`src/hdl/frame_bitmap_allocator_top_assert.svh`:
```
// assertion macros for the frame bitmap allocator
`ifndef FRAME_BITMAP_ALLOCATOR_TOP_ASSERT_SVH
`define FRAME_BITMAP_ALLOCATOR_TOP_ASSERT_SVH

// condition holds at every edge outside reset
`define FBA_ASSERT_HOLD(label, cond, msg) \
    label: assert property (@(posedge aclk) disable iff (!aresetn) (cond)) \
        else $error(msg);

// consequence in the same cycle
`define FBA_ASSERT_IMP(label, ante, cons, msg) \
    label: assert property (@(posedge aclk) disable iff (!aresetn) (ante) |-> (cons)) \
        else $error(msg);

// consequence in the next cycle
`define FBA_ASSERT_NEXT(label, ante, cons, msg) \
    label: assert property (@(posedge aclk) disable iff (!aresetn) (ante) |=> (cons)) \
        else $error(msg);

`endif

```
`src/hdl/fba_pkg.sv`:
```
// shared types and constants of the frame bitmap allocator
`default_nettype none

package fba_pkg;

    localparam int FRAME_W     = 12;
    localparam int CFG_W       = 13;
    localparam int REM_W       = 14;
    localparam int FIELD_LIMIT = 4096;
    localparam int COUNT_RESET = 4096;

    typedef enum logic [2:0] {
        ST_ALLOCATED = 3'd0,
        ST_MAPPED    = 3'd1,
        ST_NO_FREE   = 3'd2,
        ST_FREED     = 3'd3,
        ST_NOTHING   = 3'd4
    } status_t;

    typedef enum logic [0:0] {
        ACT_ALLOC = 1'b0,
        ACT_FREE  = 1'b1
    } action_t;

    typedef enum logic [1:0] {
        S_CLEAR = 2'd0,
        S_IDLE  = 2'd1,
        S_SCAN  = 2'd2,
        S_DONE  = 2'd3
    } state_t;

    typedef struct packed {
        action_t              action;
        logic [FRAME_W-1:0]   page_frame;
        logic                 kernel_page;
        logic                 writable_page;
    } in_item_t;

    typedef struct packed {
        status_t              status;
        logic [FRAME_W-1:0]   frame_out;
        logic                 present_bit;
        logic                 rw_bit;
        logic                 user_bit;
    } out_item_t;

    // verdict of the word unit on one bitmap word
    typedef struct packed {
        logic hit;
        logic miss;
    } word_scan_t;

endpackage

`default_nettype wire

```
`src/hdl/fba_word_unit.sv`:
```
// word unit: first free bit search, bit set and bit clear on one bitmap word
`default_nettype none

module fba_word_unit #(
    parameter int WORD_BITS = 32
) (
    input  wire logic [WORD_BITS-1:0]                       word_in,
    input  wire fba_pkg::action_t                           mode,
    input  wire logic signed [fba_pkg::REM_W-1:0]           rem,
    output fba_pkg::word_scan_t                             scan,
    output logic [((WORD_BITS > 1) ? $clog2(WORD_BITS) : 1)-1:0] lane,
    output logic [WORD_BITS-1:0]                            word_out,
    output logic signed [fba_pkg::REM_W-1:0]                rem_next
);

    localparam int LANE_W = (WORD_BITS > 1) ? $clog2(WORD_BITS) : 1;
    localparam logic signed [fba_pkg::REM_W-1:0] WB_S = fba_pkg::REM_W'(WORD_BITS);

    logic              alloc_hit;
    logic [LANE_W-1:0] alloc_lane;
    logic [WORD_BITS-1:0] lane_mask;

    // lowest free bit that still lies below the bound
    always_comb begin
        alloc_hit  = 1'b0;
        alloc_lane = '0;
        for (int i = WORD_BITS - 1; i >= 0; i--) begin
            if (!word_in[i] && (signed'(fba_pkg::REM_W'(i)) < rem)) begin
                alloc_hit  = 1'b1;
                alloc_lane = LANE_W'(i);
            end
        end
    end

    assign rem_next = rem - WB_S;

    always_comb begin
        scan = '0;
        lane = alloc_lane;
        if (mode == fba_pkg::ACT_FREE) begin
            // remaining offset below one word means the frame sits here
            scan.hit = (rem < WB_S);
            lane     = rem[LANE_W-1:0];
        end else begin
            scan.hit  = alloc_hit;
            scan.miss = !alloc_hit && (rem_next <= 0);
        end
    end

    assign lane_mask = WORD_BITS'(1) << lane;
    assign word_out  = (mode == fba_pkg::ACT_FREE) ? (word_in & ~lane_mask)
                                                   : (word_in | lane_mask);

endmodule

`default_nettype wire

```
`config.mk`:
```
export PLATFORM = sky130hd
export DESIGN_NAME = fba_word_unit
export DESIGN_NICKNAME = d
export VERILOG_FILES = /design/src/hdl/frame_bitmap_allocator_top_assert.svh /design/src/hdl/fba_pkg.sv /design/src/hdl/fba_word_unit.sv
export SDC_FILE = /design/constraint.sdc
export NUM_CORES = 1
export LEC_CHECK = 0
export ABC_AREA = 1
export BUFFER_PORTS_ARGS = -buffer_cell sky130_fd_sc_hd__buf_2
export CORE_MARGIN = 5
export CORE_UTILIZATION = 55
export DETAILED_ROUTE_END_ITERATION = 8
export PLACE_DENSITY = 0.95
export SETUP_SLACK_MARGIN = 0.5
export SLEW_MARGIN = 20
export SYNTH_ARGS = -nofsm -noshare
export SYNTH_HDL_FRONTEND = slang
export SYNTH_SLANG_ARGS = --single-unit
```
`constraint.sdc`:
```
create_clock -name vclk -period 5.95
set_input_delay 1.19 -clock vclk [all_inputs]
set_output_delay 1.19 -clock vclk [all_outputs]
set_load 0.1 [all_outputs]
```
==> results of run 1 <==
==> Yosys cell counts, drive strengths merged <==
cell,number
o2111ai,1
o211ai,2
clkbuf,12
a211oi,1
ha,2
buf,13
clkinv,1
nand4,22
nor2,53
o21bai,17
nand3b,2
o31a,1
nor4,3
nand2,143
a41oi,1
o31ai,1
a21oi,3
a31oi,3
inv,59
o21a,1
xor2,5
o21ai,15
nand3,69
xnor2,1
nor3,4
==> timing repair <==
action | CTS
gates cloned | 1
pin swaps | 2
endpoints found under the setup margin | 31
resized for setup | 38
setup buffers | 4
==> per-stage QoR <==
step                      std cells  hold slack, ns  cell area (sq um)
after floorplan                 435            2.57               2450
after global placement          565            2.77               3050
after detailed placement        565            2.77               3050
after CTS                       570            2.78               3210
==> cells by family after synthesis <==
group,count (synthesis),synth area share (%)
xor gates and xnor gates,6,2.27
adders and majority gates,2,1.08
buffers and inverters,85,21.1
AOI/OAI and AO/OA,46,14.1
and+or+nand+nor,296,61.5
==> metal layers <==
metal	overflow	GRT usage, %
met1	0	63.8
met2	0	83.1
met3	0	49.8
met4	1	63.0
met5	0	10.2
==> flow_metrics.py, run 1 <==
metrics = {
    "synthesis": {
        "seq_area_frac_synth_pct": 0,
        "syn_nets": 484,
        "synth_top_area_share_pct": 21.9,
        "synthesis.area_sq_um": 2310,
        "syn_inst": 435,
        "syn_area_per_cell_sq_um": 5.32,
        "yosys-top-cells-area": "nand2_1, nand3_1, inv_1, nor2_1, clkbuf_8",
        "yosysUniqueCellTypes": 43,
        "synth_top_cell_by_area": "nand2_1",
        "synth_warnings": 0,
    },
    "run_status": {
        "error_line": "[ERROR GRT-0232] Routing congestion too high. Check the congestion heatmap in the GUI.",
        "stop_stage": "global routing",
        "run_status": "aborted with a tool error",
    },
    "clock_tree": {
        "hold_buffers": 0,
    },
    "sta": {
        "crit_endpoint": "word_out[4]",
        "worst-ep-kind": "top-level output",
    },
    "place": {
        "io_buffers": 100,
        "pre_cts_ws_ns": 0.166,
        "gp_congestion": 1.13,
        "dp_hpwl_um": 7090,
    },
    "floorplan": {
        "std_cell_rows": 23,
        "die_x_um": 74.9,
        "pin_count": 100,
        "die_y_um": 74.9,
        "start_util_pct": 57.5,
    },
    "global_routing": {
        "grt_overflow": 1,
        "track_usage_pct": 64.7,
        "grt_max_degree": 37,
    },
}
==> run 2, diff against run 1 <==
CORE_UTILIZATION = 40   (was 55)
PLACE_DENSITY = unset   (was 0.95)
PLACE_DENSITY_LB_ADDON = 0.15   (was unset)
SETUP_SLACK_MARGIN = unset   (was 0.5)
==> run 2 against run 1 <==
  * The run now ends clean
  * Synthesized area unchanged
  * Synthesized cell count did not move
==> flow_metrics.py, run 2 <==
metrics = {
    "run_status": {
        "run_status": "finished clean",
    },
    "sta": {
        "layout_min_cycle_time_ns": 5.72,
        "fin_crit_sh_pct": 96.1,
        "finalSetupViolations": 0,
        "max_slew_margin_pct": 64.0,
        "maxSlewViolCount": 0,
        "tightest_slew_ns": 0.540,
        "fmax_mhz": 175,
        "hold_violations": 0,
    },
    "final_layout": {
        "layout_commonest_cell": "nand2_1",
        "drive_above_1_share_pct": 32.3,
        "final_cell_area_sq_um": 3140,
        "seqCellArea_sq_um": 0,
        "design.seq.count": 0,
        "final_cell_mix": "nand2_1, buf_2, nand3_1",
        "nFillCells": 603,
        "nClkBuffers": 0,
        "finalNetCount": 575,
        "area_delta_synth_final_pct": 35.7,
        "antenna_cells": 0,
    },
    "place": {
        "gp_congestion": 0.975,
        "dp_hpwl_um": 7290,
        "placed_cell_area_sq_um": 3000,
        "io_buffers": 100,
    },
    "synthesis": {
        "synthAdderAreaFrac_pct": 1.08,
        "syn_inst": 435,
        "synth_top_area_share_pct": 21.9,
        "yosysMostFrequentCell": "nand2_1",
        "synth_xor_area_share_pct": 2.27,
        "synth_compound_area_share_pct": 14.1,
        "synthMuxAreaShare_pct": 0,
        "synthesis.area_sq_um": 2310,
        "syn_nets": 484,
        "seq_area_frac_synth_pct": 0,
        "synth_top_family_by_area": "simple AND/OR/NAND/NOR gates",
        "synth_top_cell_by_area": "nand2_1",
        "yosys.area_share.simple_pct": 61.5,
        "yosys-top-cells-area": "nand2_1, nand3_1, inv_1, nor2_1, clkbuf_8",
        "synth_common_cells": "nand2_1, nand3_1, inv_1",
        "syn_area_per_cell_sq_um": 5.32,
        "synth_warnings": 0,
        "yosysUniqueCellTypes": 43,
    },
    "floorplan": {
        "die_x_um": 86.1,
        "die_y_um": 86.1,
        "pin_count": 100,
        "fp.dieArea_sq_um": 7410,
        "core-area_sq_um": 5570,
        "std_cell_rows": 27,
        "start_util_pct": 41.5,
    },
    "power_and_ir_drop": {
        "cellPowerDensity_nw_per_um2": 136,
        "intPower_uw": 108,
        "clkPwrFrac_pct": 0,
        "comb_power_share_pct": 100.0,
        "switching_share_pct": 74.8,
        "vdd_drop_max_mv": 0.0698,
        "seq_power_share_pct": 0,
        "p_leak_nw": 1.64,
        "power_uw": 428,
        "switchingPower_uw": 320,
    },
    "setup_path": {
        "startpoint_type": "primary input",
        "crit_family": "simple AND/OR/NAND/NOR gates",
        "worstPathArrival_ns": 4.53,
        "cp_max_fo": 16,
        "crit_path_end_kind": "output pin",
        "crit_chain": "buf_2, nor2_1, inv_1, nor2_1, nand2_4, nor2_1, inv_1, o211ai_2, nand2_1, inv_1, nand3_1, nor4_4, nand2_1, o21ai_2, clkinvlp_4, o21bai_1, nand2_1, buf_4",
        "worst_ep_required_time_ns": 4.76,
        "cp_slowest_cell": "clkinvlp_4",
        "crit_path_max_incr_delay_ns": 0.43,
        "cp_num_buf_inv": 6,
        "worst-setup-path-type": "primary input to output pin",
    },
    "routing": {
        "drtAntennaViolNets": 0,
        "initialDrtViolationCount": 290,
        "wirelength_um": 8970,
        "vias": 3261,
        "routedWlPerCell_um": 15.0,
        "first_pass_iters": 5,
        "drc_errors": 0,
        "vias_per_cell": 5.47,
    },
    "global_routing": {
        "grt_pass1_wl_um": 13500,
        "grt_overflow": 0,
        "antenna_found_initial": 0,
        "grt_pass1_vias": 2801,
        "track_usage_pct": 22.2,
        "grt_max_degree": 36,
    },
    "worst_hold_path": {
        "min_path_type": "primary input to output pin",
    },
    "run": {
        "maxCapViolations": 0,
    },
}
-- run 2: cell counts after synthesis --
Identical to the previous run, type by type.
-- run 2: final timing paths --
path / from / end / slack, ns / depth (start not counted)
hold / removal: word_in[24] / word_out[24] / 2.79 / 4
setup / recovery: rem[4] / word_out[31] / 0.23 / 18
-- run 2: per-stage QoR --
step	setup TNS [ns]	hold slack, ns	cells	utilization (%)	setup slack (ns)
6_report	0	2.79	596	56.4	0.233
5_1_grt	-0.00330	2.80	596	56.4	-0.00330
3_3_place_gp	0	2.79	587	53.8	0.243
3_5_place_dp	0	2.79	587	53.8	0.222
2_1_floorplan	0	2.57	435	-	0.00698
4_1_cts	0	2.79	587	53.8	0.217
-- run 2: what timing repair did --
action                                 in CTS  in global routing
hold buffers                                0                  0
buffers inserted                            0                  6
endpoints found under the hold margin       0                  0
setup endpoints to repair                   0                 22
resized for setup                           0                 36
-- run 2: cell type report --
class | count | area (sq um) | share of cell area [%]
Timing Repair Buffer | 111 | 951 | 30.3
Multi-Input combinational cell | 350 | 1850 | 58.8
Inverter | 60 | 234 | 7.45
Timing Repair inverter | 3 | 20.0 | 0.637
Tap cell | 72 | 90.1 | 2.87
-- run 2: logic make-up (layout without fill, tap and decap cells) --
| logic type | count (synthesis) | after routing |
|---|---|---|
| and+or+nand+nor | 296 | 296 |
| buffers and inverters | 85 | 174 |
| AOI/OAI and AO/OA | 46 | 46 |
| xor gates and xnor gates | 6 | 6 |
| adders and majority gates | 2 | 2 |
-- run 2: per-layer routing --
layer,GRT usage (%),share of wire (%),vias up
li1,-,-,1600
met1,29.9,41,1465
met2,37.0,46,172
met3,2.31,8.8,24
met4,6.76,3.5,0
met5,0,0,-
-- run 2: power groups by stage --
stage | clock, mW | combinational (mW) | sequential (mW)
floorplan | 0 | 0.318 | 0
global placement | 0 | 0.412 | 0
detailed placement | 0 | 0.414 | 0
CTS | 0 | 0.414 | 0
global route | 0 | 0.449 | 0
finish | 0 | 0.428 | 0
Power figures use the tool's default switching activity.
